===== config.mk =====
export PLATFORM = sky130hd
export DESIGN_NAME = neighbor_cache_engine
export DESIGN_NICKNAME = d
export VERILOG_FILES = /design/src/sv/nce_pkg.sv /design/src/sv/neighbor_cache_engine.sv /design/src/sv/nce_ram.sv /design/src/sv/nce_ctrl.sv /design/src/sv/nce_dpath.sv
export SDC_FILE = /design/constraint.sdc
export NUM_CORES = 2
export LEC_CHECK = 0
export BUFFER_PORTS_ARGS = -buffer_cell sky130_fd_sc_hd__buf_4
export CORE_MARGIN = 2
export CORE_UTILIZATION = 36
export CTS_BUF_LIST = sky130_fd_sc_hd__clkbuf_4 sky130_fd_sc_hd__clkbuf_8 sky130_fd_sc_hd__clkbuf_16
export CTS_CLUSTER_SIZE = 30
export DETAILED_ROUTE_END_ITERATION = 7
export GPL_ROUTABILITY_DRIVEN = 1
export PLACE_DENSITY = 0.56
export SETUP_SLACK_MARGIN = 0.02
export SLEW_MARGIN = 0
export SYNTH_ARGS = -nofsm -noshare
export SYNTH_HDL_FRONTEND = slang
export SYNTH_HIERARCHICAL = 1
export SYNTH_SLANG_ARGS = --single-unit

===== constraint.sdc =====
create_clock -name clock -period 51 [get_ports clock]
set_input_delay 10.2 -clock clock [delete_from_list [all_inputs] [get_ports clock]]
set_output_delay 10.2 -clock clock [all_outputs]
set_load 0.005 [all_outputs]

===== src/sv/nce_pkg.sv =====
package nce_pkg;

   // default table size
   localparam int ENTRIES_DEFAULT = 16;

   // field widths
   localparam int ADDR_W  = 64;
   localparam int MAC_W   = 48;
   localparam int STAMP_W = 48;
   localparam int TMO_W   = 32;
   localparam int SLOT_W  = 4;
   localparam int COUNT_W = 5;

   // timeout after reset, in ms
   localparam logic [TMO_W-1:0] TIMEOUT_RESET = TMO_W'(300000);

   // largest live count that the result word can carry
   localparam logic [COUNT_W-1:0] COUNT_MAX = {COUNT_W{1'b1}};

   // operation codes
   localparam logic CMD_UPDATE = 1'b0;
   localparam logic CMD_LOOKUP = 1'b1;

   // one table entry as stored in the RAM
   typedef struct packed {
      logic [ADDR_W-1:0]  ip_high;
      logic [ADDR_W-1:0]  ip_low;
      logic [MAC_W-1:0]   mac;
      logic [STAMP_W-1:0] stamp;
      logic               router;
   } nce_entry_type;

   localparam int ENTRY_W = $bits(nce_entry_type);

   // controller to datapath
   typedef struct packed {
      logic start;    // capture request word, begin table scan
      logic commit;   // write back entry and load result word
   } nce_cmd_type;

   // datapath to controller
   typedef struct packed {
      logic scan_done;  // last entry evaluated this cycle
      logic out_free;   // result register can take a new word
   } nce_status_type;

endpackage


===== src/sv/neighbor_cache_engine.sv =====
// IPv6 neighbor cache: a table of ENTRIES slots mapping a 128-bit address to a
// 48-bit MAC, a 48-bit ms stamp and a router flag, held in one RAM with valid
// bits in flops (reset clears them at once, no clearing pass). One request
// word is handled at a time: a new request is not taken until the last one
// has written back and loaded its result. The single RAM read port is swept
// one entry per cycle to find the match, the first free slot, the oldest
// stamp and the live count; then, once the result register is free, an
// update writes its entry back and the result register is loaded. The next
// request is accepted while a result still waits to be taken; its write-back
// waits until that result is gone. The user must write timeout_ms through
// csr_wr_en/csr_wr_data only while idle; the block does not enforce this.
module neighbor_cache_engine #(
   parameter int ENTRIES = nce_pkg::ENTRIES_DEFAULT
) (
   input  logic                              clock,
   input  logic                              reset,
   input  logic                              csr_wr_en,
   input  logic [nce_pkg::TMO_W-1:0]         csr_wr_data,
   input  logic                              req_valid,
   output logic                              req_stall,
   input  logic                              req_cmd,
   input  logic [nce_pkg::ADDR_W-1:0]        req_ip_high,
   input  logic [nce_pkg::ADDR_W-1:0]        req_ip_low,
   input  logic [nce_pkg::MAC_W-1:0]         req_mac_in,
   input  logic                              req_router_in,
   input  logic [nce_pkg::STAMP_W-1:0]       req_now_ms,
   output logic                              rsp_valid,
   input  logic                              rsp_stall,
   output logic                              rsp_hit,
   output logic                              rsp_expired,
   output logic [nce_pkg::MAC_W-1:0]         rsp_mac_out,
   output logic                              rsp_router_out,
   output logic [nce_pkg::SLOT_W-1:0]        rsp_slot,
   output logic [nce_pkg::COUNT_W-1:0]       rsp_live_count
);
   import nce_pkg::*;

   nce_cmd_type    cmd;
   nce_status_type status;

   // sequencer
   nce_ctrl u_ctrl (
      .clock     (clock),
      .reset     (reset),
      .req_valid (req_valid),
      .req_stall (req_stall),
      .status    (status),
      .cmd       (cmd)
   );

   // table, scan and result path
   nce_dpath #(
      .ENTRIES (ENTRIES)
   ) u_dpath (
      .clock          (clock),
      .reset          (reset),
      .cmd            (cmd),
      .status         (status),
      .csr_wr_en      (csr_wr_en),
      .csr_wr_data    (csr_wr_data),
      .req_cmd        (req_cmd),
      .req_ip_high    (req_ip_high),
      .req_ip_low     (req_ip_low),
      .req_mac_in     (req_mac_in),
      .req_router_in  (req_router_in),
      .req_now_ms     (req_now_ms),
      .rsp_valid      (rsp_valid),
      .rsp_stall      (rsp_stall),
      .rsp_hit        (rsp_hit),
      .rsp_expired    (rsp_expired),
      .rsp_mac_out    (rsp_mac_out),
      .rsp_router_out (rsp_router_out),
      .rsp_slot       (rsp_slot),
      .rsp_live_count (rsp_live_count)
   );

endmodule


===== src/sv/nce_ram.sv =====
module nce_ram #(
   parameter int WIDTH = 8,
   parameter int DEPTH = 16
) (
   input  logic                     clock,
   input  logic                     wr_en,
   input  logic [$clog2(DEPTH)-1:0] wr_addr,
   input  logic [WIDTH-1:0]         wr_data,
   input  logic [$clog2(DEPTH)-1:0] rd_addr,
   output logic [WIDTH-1:0]         rd_data
);

   logic [WIDTH-1:0] mem_ff [DEPTH];
   logic [WIDTH-1:0] rd_data_ff;

   // one write port, one registered read port
   always_ff @(posedge clock) begin
      if (wr_en) begin
         mem_ff[wr_addr] <= wr_data;
      end
      rd_data_ff <= mem_ff[rd_addr];
   end

   assign rd_data = rd_data_ff;

endmodule


===== src/sv/nce_ctrl.sv =====
module nce_ctrl (
   input  logic                    clock,
   input  logic                    reset,
   input  logic                    req_valid,
   output logic                    req_stall,
   input  nce_pkg::nce_status_type status,
   output nce_pkg::nce_cmd_type    cmd
);
   import nce_pkg::*;

   localparam logic [1:0] ST_IDLE  = 2'd0;
   localparam logic [1:0] ST_SCAN  = 2'd1;
   localparam logic [1:0] ST_WRITE = 2'd2;

   logic [1:0] state_ff;
   logic [1:0] state_in;

   // next state and commands
   always_comb begin
      state_in   = state_ff;
      cmd        = '0;
      req_stall  = 1'b1;
      unique case (state_ff)
         ST_IDLE: begin
            req_stall = reset;
            if (req_valid && !reset) begin
               cmd.start = 1'b1;
               state_in  = ST_SCAN;
            end
         end
         ST_SCAN: begin
            if (status.scan_done) begin
               state_in = ST_WRITE;
            end
         end
         ST_WRITE: begin
            if (status.out_free) begin
               cmd.commit = 1'b1;
               state_in   = ST_IDLE;
            end
         end
         default: begin
            state_in = ST_IDLE;
         end
      endcase
   end

   always_ff @(posedge clock) begin
      if (reset) begin
         state_ff <= ST_IDLE;
      end else begin
         state_ff <= state_in;
      end
   end

`ifndef SYNTH
   a_accept_scans: assert property (@(posedge clock) disable iff (reset)
      (req_valid && !req_stall) |=> (state_ff == ST_SCAN))
      else $error("accepted word did not start a scan");

   a_commit_idles: assert property (@(posedge clock) disable iff (reset)
      cmd.commit |=> (state_ff == ST_IDLE))
      else $error("commit did not return to idle");

   a_stall_busy: assert property (@(posedge clock) disable iff (reset)
      (state_ff != ST_IDLE) |-> req_stall)
      else $error("request taken while busy");
`endif

endmodule


===== src/sv/nce_dpath.sv =====
module nce_dpath #(
   parameter int ENTRIES = nce_pkg::ENTRIES_DEFAULT
) (
   input  logic                              clock,
   input  logic                              reset,
   input  nce_pkg::nce_cmd_type              cmd,
   output nce_pkg::nce_status_type           status,
   input  logic                              csr_wr_en,
   input  logic [nce_pkg::TMO_W-1:0]         csr_wr_data,
   input  logic                              req_cmd,
   input  logic [nce_pkg::ADDR_W-1:0]        req_ip_high,
   input  logic [nce_pkg::ADDR_W-1:0]        req_ip_low,
   input  logic [nce_pkg::MAC_W-1:0]         req_mac_in,
   input  logic                              req_router_in,
   input  logic [nce_pkg::STAMP_W-1:0]       req_now_ms,
   output logic                              rsp_valid,
   input  logic                              rsp_stall,
   output logic                              rsp_hit,
   output logic                              rsp_expired,
   output logic [nce_pkg::MAC_W-1:0]         rsp_mac_out,
   output logic                              rsp_router_out,
   output logic [nce_pkg::SLOT_W-1:0]        rsp_slot,
   output logic [nce_pkg::COUNT_W-1:0]       rsp_live_count
);
   import nce_pkg::*;

   localparam int IW = $clog2(ENTRIES);
   localparam int CW = $clog2(ENTRIES + 1);
   localparam logic [IW-1:0] LAST_IDX = IW'(ENTRIES - 1);

   // timeout register
   logic [TMO_W-1:0] timeout_ff;

   always_ff @(posedge clock) begin
      if (reset) begin
         timeout_ff <= TIMEOUT_RESET;
      end else if (csr_wr_en) begin
         timeout_ff <= csr_wr_data;
      end
   end

   // captured request word
   logic                cmd_ff;
   logic [ADDR_W-1:0]   ip_high_ff;
   logic [ADDR_W-1:0]   ip_low_ff;
   logic [MAC_W-1:0]    mac_ff;
   logic                router_ff;
   logic [STAMP_W-1:0]  now_ff;

   always_ff @(posedge clock) begin
      if (cmd.start) begin
         cmd_ff     <= req_cmd;
         ip_high_ff <= req_ip_high;
         ip_low_ff  <= req_ip_low;
         mac_ff     <= req_mac_in;
         router_ff  <= req_router_in;
         now_ff     <= req_now_ms;
      end
   end

   // table storage
   logic [ENTRIES-1:0] valid_ff;
   logic               wr_en;
   logic [IW-1:0]      wr_idx;
   nce_entry_type      wr_entry;
   logic [ENTRY_W-1:0] rd_word;
   nce_entry_type      rd_entry;
   logic [IW-1:0]      rd_ptr_ff;

   nce_ram #(
      .WIDTH (ENTRY_W),
      .DEPTH (ENTRIES)
   ) u_table (
      .clock   (clock),
      .wr_en   (wr_en),
      .wr_addr (wr_idx),
      .wr_data (wr_entry),
      .rd_addr (rd_ptr_ff),
      .rd_data (rd_word)
   );

   assign rd_entry = rd_word;

   // read sequencer: one address per cycle, data in the following cycle
   logic          rd_busy_ff;
   logic          eval_ff;
   logic [IW-1:0] eval_idx_ff;

   always_ff @(posedge clock) begin
      if (reset) begin
         rd_busy_ff <= 1'b0;
         eval_ff    <= 1'b0;
      end else begin
         eval_ff <= rd_busy_ff;
         if (cmd.start) begin
            rd_busy_ff <= 1'b1;
         end else if (rd_busy_ff && rd_ptr_ff == LAST_IDX) begin
            rd_busy_ff <= 1'b0;
         end
      end
   end

   always_ff @(posedge clock) begin
      eval_idx_ff <= rd_ptr_ff;
      if (cmd.start) begin
         rd_ptr_ff <= '0;
      end else if (rd_busy_ff && rd_ptr_ff != LAST_IDX) begin
         rd_ptr_ff <= rd_ptr_ff + IW'(1);
      end
   end

   assign status.scan_done = eval_ff && (eval_idx_ff == LAST_IDX);

   // per-entry evaluation
   logic               cur_valid;
   logic               cur_match;
   logic               cur_live;
   logic [STAMP_W-1:0] cur_age;

   assign cur_valid = valid_ff[eval_idx_ff];
   assign cur_match = cur_valid && (rd_entry.ip_high == ip_high_ff)
                      && (rd_entry.ip_low == ip_low_ff);
   assign cur_age   = now_ff - rd_entry.stamp;
   assign cur_live  = cur_valid && (cur_age <= {{(STAMP_W-TMO_W){1'b0}}, timeout_ff});

   // scan results
   logic               match_found_ff;
   logic [IW-1:0]      match_idx_ff;
   logic [MAC_W-1:0]   match_mac_ff;
   logic               match_rtr_ff;
   logic               match_live_ff;
   logic               free_found_ff;
   logic [IW-1:0]      free_idx_ff;
   logic               old_have_ff;
   logic [IW-1:0]      old_idx_ff;
   logic [STAMP_W-1:0] old_stamp_ff;
   logic               old_live_ff;
   logic [CW-1:0]      live_cnt_ff;

   always_ff @(posedge clock) begin
      if (reset || cmd.start) begin
         match_found_ff <= 1'b0;
         free_found_ff  <= 1'b0;
         old_have_ff    <= 1'b0;
         live_cnt_ff    <= '0;
      end else if (eval_ff) begin
         if (cur_match && !match_found_ff) begin
            match_found_ff <= 1'b1;
            match_idx_ff   <= eval_idx_ff;
            match_mac_ff   <= rd_entry.mac;
            match_rtr_ff   <= rd_entry.router;
            match_live_ff  <= cur_live;
         end
         if (!cur_valid && !free_found_ff) begin
            free_found_ff <= 1'b1;
            free_idx_ff   <= eval_idx_ff;
         end
         // strictly older only, so ties keep the lower index
         if (cur_valid && (!old_have_ff || rd_entry.stamp < old_stamp_ff)) begin
            old_have_ff  <= 1'b1;
            old_idx_ff   <= eval_idx_ff;
            old_stamp_ff <= rd_entry.stamp;
            old_live_ff  <= cur_live;
         end
         if (cur_live) begin
            live_cnt_ff <= live_cnt_ff + CW'(1);
         end
      end
   end

   // write-back and result word
   logic [IW+SLOT_W-1:0] slot_ext;
   logic                 live_w;
   logic [CW:0]          cnt_new;
   logic [CW+COUNT_W:0]  cnt_ext;
   logic                 hit_in;
   logic                 expired_in;
   logic [MAC_W-1:0]     mac_out_in;
   logic                 router_out_in;
   logic [IW-1:0]        slot_idx;
   logic                 clear_en;
   logic [COUNT_W-1:0]   count_in;

   always_comb begin
      wr_idx        = old_idx_ff;
      live_w        = old_live_ff;
      hit_in        = 1'b0;
      expired_in    = 1'b0;
      mac_out_in    = '0;
      router_out_in = 1'b0;
      slot_idx      = '0;
      clear_en      = 1'b0;
      wr_en         = 1'b0;
      cnt_new       = {1'b0, live_cnt_ff};
      if (cmd_ff == CMD_UPDATE) begin
         priority if (match_found_ff) begin
            wr_idx = match_idx_ff;
            live_w = match_live_ff;
         end else if (free_found_ff) begin
            wr_idx = free_idx_ff;
            live_w = 1'b0;
         end else begin
            wr_idx = old_idx_ff;
            live_w = old_live_ff;
         end
         wr_en    = cmd.commit;
         slot_idx = wr_idx;
         // written entry is fresh and always live
         cnt_new  = {1'b0, live_cnt_ff} + (CW+1)'(1) - {{CW{1'b0}}, live_w};
      end else if (match_found_ff) begin
         slot_idx = match_idx_ff;
         if (match_live_ff) begin
            hit_in        = 1'b1;
            mac_out_in    = match_mac_ff;
            router_out_in = match_rtr_ff;
         end else begin
            expired_in = 1'b1;
            clear_en   = cmd.commit;
         end
      end
      slot_ext = {{SLOT_W{1'b0}}, slot_idx};
      cnt_ext  = {{COUNT_W{1'b0}}, cnt_new};
      if (cnt_ext > (CW+COUNT_W+1)'(COUNT_MAX)) begin
         count_in = COUNT_MAX;
      end else begin
         count_in = cnt_ext[COUNT_W-1:0];
      end
   end

   always_comb begin
      wr_entry.ip_high = ip_high_ff;
      wr_entry.ip_low  = ip_low_ff;
      wr_entry.mac     = mac_ff;
      wr_entry.stamp   = now_ff;
      wr_entry.router  = router_ff;
   end

   // valid bits
   always_ff @(posedge clock) begin
      if (reset) begin
         valid_ff <= '0;
      end else if (wr_en) begin
         valid_ff[wr_idx] <= 1'b1;
      end else if (clear_en) begin
         valid_ff[match_idx_ff] <= 1'b0;
      end
   end

   // result register
   logic                out_valid_ff;
   logic                hit_ff;
   logic                expired_ff;
   logic [MAC_W-1:0]    mac_out_ff;
   logic                router_out_ff;
   logic [SLOT_W-1:0]   slot_ff;
   logic [COUNT_W-1:0]  count_ff;

   always_ff @(posedge clock) begin
      if (reset) begin
         out_valid_ff <= 1'b0;
      end else if (cmd.commit) begin
         out_valid_ff <= 1'b1;
      end else if (!rsp_stall) begin
         out_valid_ff <= 1'b0;
      end
   end

   always_ff @(posedge clock) begin
      if (cmd.commit) begin
         hit_ff        <= hit_in;
         expired_ff    <= expired_in;
         mac_out_ff    <= mac_out_in;
         router_out_ff <= router_out_in;
         slot_ff       <= slot_ext[SLOT_W-1:0];
         count_ff      <= count_in;
      end
   end

   assign status.out_free = !out_valid_ff || !rsp_stall;
   assign rsp_valid       = out_valid_ff;
   assign rsp_hit         = hit_ff;
   assign rsp_expired     = expired_ff;
   assign rsp_mac_out     = mac_out_ff;
   assign rsp_router_out  = router_out_ff;
   assign rsp_slot        = slot_ff;
   assign rsp_live_count  = count_ff;

`ifndef SYNTH
   a_commit_shows: assert property (@(posedge clock) disable iff (reset)
      cmd.commit |=> rsp_valid)
      else $error("committed result word not presented");

   a_reads_done: assert property (@(posedge clock) disable iff (reset)
      status.scan_done |-> !rd_busy_ff)
      else $error("scan ended with reads outstanding");

   a_count_bound: assert property (@(posedge clock) disable iff (reset)
      live_cnt_ff <= CW'(ENTRIES))
      else $error("live count beyond table size");

   a_no_overwrite: assert property (@(posedge clock) disable iff (reset)
      (rsp_valid && rsp_stall) |-> !cmd.commit)
      else $error("result word overwritten while stalled");
`endif

endmodule

Word level (Yosys, flattened, before mapping)
Memory sizes are Yosys's and may differ from the RTL's. A register that Yosys moved wholly into a read port is not among the register bits. Index checks and enable logic that the tools add are counted.

Muxes and demuxes: 38. Reductions and logical operators: 35. Multipliers: 0. $lt $le $gt $ge: 8. Div/mod/pow operators: 0. Add/sub/neg operators: 5. Shifts and indexed selects: 0. Equality and inequality tests: 11. Bitwise gates (word level): 4.

Operators by type and width (count): 64-bit equality test (2); 48-bit by 32-bit less-or-equal comparator with 1-bit output (1); 48-bit less-than comparator (1); 48-bit subtractor (1); 16-bit two-way mux (2); 1-bit two-way mux (23); 4-bit two-way mux (5); 16-bit bitwise AND (1); 16-bit inverter (1); 16-bit bitwise OR (1); 4-bit by 5-bit less-than comparator with 1-bit output, second input constant (3); 3-bit AND reduction (5); 1-bit logical AND (12); 2-bit AND reduction (5); 1-bit demux with 4-bit select (2); 4-bit equality test, second input constant (2); 4-bit by 1-bit greater-or-equal comparator with 1-bit output, second input constant (2); 1-bit zero test (7); 5-bit by 1-bit adder with 6-bit output, second input constant (1); 6-bit by 5-bit greater-than comparator with 1-bit output, second input constant (1); 2-bit two-way mux (3); 6-bit two-way mux (1); 2-bit one-hot mux with 3 select lines (1); 6-bit by 1-bit subtractor with 6-bit output (1); other kinds (12) (17).

Bits in read-only memories: 0. Memories: 1. Input port bits: 263. Bits in registers: 466. Latch bits: 0. RAM bits: 3600.

Memories: u_dpath.u_table.mem_ff (words 16, bits a word 225, read ports 1, clocked after memory_dff 1, wr ports 1, line nce_ram.sv:13) `logic [WIDTH-1:0] mem_ff [DEPTH];`.

Depth between registers and ports, before layout
Depth in word-level cells: 9. Mapped depth: 24.

Modules after synthesis
Netlist, hierarchy kept.

Modules (own cells, without submodules): nce_ram (cells an instance 5865, times used 1, area an instance 139421.2 um^2, seq. area each 112608.0 um^2); nce_dpath (cells an instance 1856, times used 1, area an instance 22348.9 um^2, seq. area each 13262.7 um^2); nce_ctrl (cells an instance 13, times used 1, area an instance 102.6 um^2, seq. area each 40.0 um^2).

Worst setup path after synthesis
Ideal clock, no wire load.

Kind: in2reg. Start point: input rsp_stall. End point: memory u_dpath/u_table/mem_ff[0][0] (netlist name) (enable). Path slack: 20593 ps. Stages: 7. Data required time: 49914 ps. Arrival time: 29321 ps. Library setup time: 1086 ps. Cells stage by stage: nand2_1 -> nand2_1 -> nor2_1 -> nand2b_1 -> inv_1 -> or3b_2 -> nor3_1.

RTL lines: start, declared (line neighbor_cache_engine.sv:28) `input logic rsp_stall,`; end, declared (line nce_ram.sv:13).

Worst setup path in the final report
Start point: input reset. End point: output req_stall.

Longest elaborated chain between the ends: 1.

Ends and longest elaborated chain: start, declared (line neighbor_cache_engine.sv:16) `input logic reset,`; 1-bit two-way mux (line nce_ctrl.sv:23) `unique case (state_ff)`; end, declared (line neighbor_cache_engine.sv:20) `output logic req_stall,`.

Every way passes these cells.

==> qor.csv <==
metric;value;unit
synthArstFlopShare;0;
reg2reg_depth;22;
hold_violations;0;
h-tree-depth;5;
synth_area;0.162;mm²
grt_pass1_vias;81430;
startpoint;reset;
antenna_found_initial;25;
synth_seq_cells;4291;
hold_class;flip-flop to flip-flop;
synth_enable_flop_cells;3997;
grt_max_degree;126;
io_pins;325;
syn_nets;8133;
synthFlopType;edfxtp_1;
avgRoutedWirePerCell;28.7;µm
fp.dieW;675;µm
worstReg2RegEnd;u_dpath/live_cnt_ff[3]$_SDFFE_PP0P_;
holdBufCountCts;0;
critPathRequiredTime;40.80;ns
gp_congestion;0.869;
clock_latency;1.00;ns
fmax;47.0;MHz
rows;246;
die_h;675;µm
hpwl;234000;µm
critPathCapture;req_stall;
clock_skew;0.0817;ns
cp-start-kind;primary input;
vias_per_cell;5.41;
cp_slowest_cell;or3_1;
fin_crit_sh;0.417;
syn2layout_area_growth;15.4;%
cts_made_buffers;434;
dp_worst_setup_slack;29.73;ns
tns;0;ns
io_buffers;324;
drcViolationCount;0;
layout-drive-gt1-share;0.263;
worst-setup-path-type;primary input to primary output;
cts_root_buf;clkbuf_16;
cp_cell_sequence;buf_4, or3_1, buf_4;
rsz0062_at_grt;false;
ir_drop;0.0376;mV
routed_wl;419000;µm
cts_tree;done;
avgSynthCellArea;20.9;µm²
worst_pin_slew;1.30;ns
dr.pass1.iters;8;
synth_cell_types;83;
drv_slew;0;
arrival;11.08;ns
setup_viol;0;
core_area;0.448;mm²
yosysSeqAreaShare;0.778;
clockBufferDepth;4;
slew_headroom;0.131;
p_leak;59.7;nW
reg2reg_slack;44.35;ns
p_per_area;48.3;mW/mm²
yosysWarnings;6;
dieArea;0.455;mm²
dpl_cell_area;0.172;mm²
post_cts_buffers;0;
track_usage;0.181;
grt_pass1_wl;596000;µm
drt-initial-drc-count;7916;
drv_cap;0;
ant_nets;0;
max_stage_delay;0.43;ns
nFillCells;38962;
cp-end-kind;primary output;
overflow;0;
final_area;0.187;mm²
post_cts_resized;0;
crit_top_cell;buf_4;
start_util;0.361;
netlist_instances;7734;
vias;79142;
clk_pin_slew;0.06;ns
final_nets;8698;
reg2reg_from;u_dpath/now_ff[0]$_DFFE_PP_;
setup_ws;29.72;ns
path_max_fanout;49;
period_minus_slack;21.28;ns
cts.sinks;4291;
status;finished clean;
[sequential cells by signal (all words and copies together), names as in the netlist, 64 cells and up]
name / cells
u_dpath/ip_high_ff: 64
u_dpath/ip_low_ff: 64
u_dpath/u_table/mem_ff: 3600
u_dpath/u_table/rd_data: 225
[where the power goes]
group          leakage, nW  total (W)  internal, W  switching (W)
Clock                 7.56    0.00330      0.00194        0.00136
Sequential            38.6    0.00408      0.00395       0.000124
Combinational         13.6    0.00164     0.000746       0.000897
[per-stage QoR]
step	util	total power, W	instances	hold slack [ns]
after global routing	0.416	0.00936	14632	0.406
after detailed placement	0.383	0.00581	13815	0.389
after CTS	0.416	0.00912	14631	0.397
after floorplan	-	0.00531	7734	0.374
final	0.416	0.00902	14635	0.402
after global placement	0.383	0.00580	13815	0.389
[Yosys cell counts (4+ instances only)]
cell type / number / share of area
nand4_1: 55 / 0.0021
or2_2: 8 / 0.00031
nand3_1: 22 / 0.00068
nor3_1: 30 / 0.00093
clkbuf_1: 147 / 0.0034
o221ai_1: 38 / 0.0021
o2bb2ai_1: 16 / 0.00087
xnor2_1: 44 / 0.0024
a211oi_1: 10 / 0.00046
buf_4: 37 / 0.0017
nor2_1: 113 / 0.0026
ha_1: 135 / 0.010
a31oi_1: 5 / 0.00019
edfxtp_1: 3997 / 0.74
o21a_1: 12 / 0.00056
xor2_1: 75 / 0.0041
o22a_1: 11 / 0.00060
o21ai_0: 99 / 0.0031
o21ai_1: 6 / 0.00019
buf_2: 124 / 0.0038
a22oi_1: 388 / 0.018
inv_1: 203 / 0.0047
mux2_2: 105 / 0.0073
buf_6: 9 / 0.00063
nand3b_1: 6 / 0.00028
a21oi_1: 121 / 0.0037
or4_1: 6 / 0.00028
a221oi_1: 38 / 0.0021
o2111ai_1: 4 / 0.00022
buf_1: 42 / 0.00097
o211ai_1: 17 / 0.00079
nand2_1: 284 / 0.0066
or3_1: 10 / 0.00039
o31ai_1: 5 / 0.00023
a21o_1: 39 / 0.0018
and2_1: 56 / 0.0022
dfxtp_1: 294 / 0.036
nor2b_1: 58 / 0.0022
nand2b_1: 41 / 0.0016
mux4_2: 848 / 0.12
mux2i_1: 69 / 0.0043
o22ai_1: 17 / 0.00066
nor4_1: 30 / 0.0012
[worst min-delay path by stage]
stage / from / cells after the start / slack, ns / to
2_1_floorplan: u_dpath/rd_ptr_ff[3]$_SDFFE_PP0P_ / 0 / 0.37 / u_dpath/eval_idx_ff[3]$_DFF_P_
3_3_place_gp: u_dpath/u_table/rd_data[89]$_DFF_P_ / 0 / 0.39 / u_dpath/match_mac_ff[40]$_DFFE_PP_
3_5_place_dp: u_dpath/u_table/rd_data[62]$_DFF_P_ / 0 / 0.39 / u_dpath/match_mac_ff[13]$_DFFE_PP_
4_1_cts: u_dpath/u_table/rd_data[53]$_DFF_P_ / 0 / 0.40 / u_dpath/match_mac_ff[4]$_DFFE_PP_
5_1_grt: u_dpath/u_table/rd_data[62]$_DFF_P_ / 0 / 0.41 / u_dpath/match_mac_ff[13]$_DFFE_PP_
6_report: u_dpath/u_table/rd_data[62]$_DFF_P_ / 0 / 0.40 / u_dpath/match_mac_ff[13]$_DFFE_PP_
[routing by layer]
metal | part of all wire | track usage | up-vias
met4 | 0.025 | 0.0449 | 14
li1 | - | - | 33101
met3 | 0.054 | 0.0221 | 610
met5 | 0.00021 | 0 | -
met2 | 0.50 | 0.308 | 2533
met1 | 0.42 | 0.247 | 42884
[cell families (layout without fill, tap and decap cells)]
kind of cell	count (synthesis)	count (layout)	share of synthesized area
simple gates	736	736	0.0223
other cells	0	4	0
flops	4291	4291	0.778
buf+inv	564	1509	0.0154
mux	1023	1023	0.130
compound gates	865	865	0.0379
xor+xnor	119	119	0.00644
fa+ha+maj	136	136	0.0106
[cell type report]
type | instances | area (µm²) | area share
flip-flops and latches | 4291 | 126000 | 0.674
multi-input cells | 2879 | 33700 | 0.180
clock buffers | 590 | 12400 | 0.0663
well taps | 5952 | 7450 | 0.0399
repair buffers | 490 | 3890 | 0.0208
clock inverters | 226 | 2670 | 0.0143
inverters | 203 | 762 | 0.00408
diodes | 4 | 10.0 | 0.0000536
[critical path: cells and delay by family]
family / cells / cell delay [ns]
buffers and inverters: 2 / 0.43
AND/OR/NAND/NOR: 1 / 0.43
[layout by cell type, fill, tap and decap left out, types with 121 or more instances in the layout]
cell type / synthesis / final
a22oi_1: 388 / 388
nand2_1: 284 / 284
edfxtp_1: 3997 / 3997
mux4_2: 848 / 848
buf_4: 37 / 473
inv_1: 203 / 203
clkbuf_16: 0 / 436
ha_1: 135 / 135
a21oi_1: 121 / 121
dfxtp_1: 294 / 290
No activity file was read; power rests on OpenSTA's default activity.
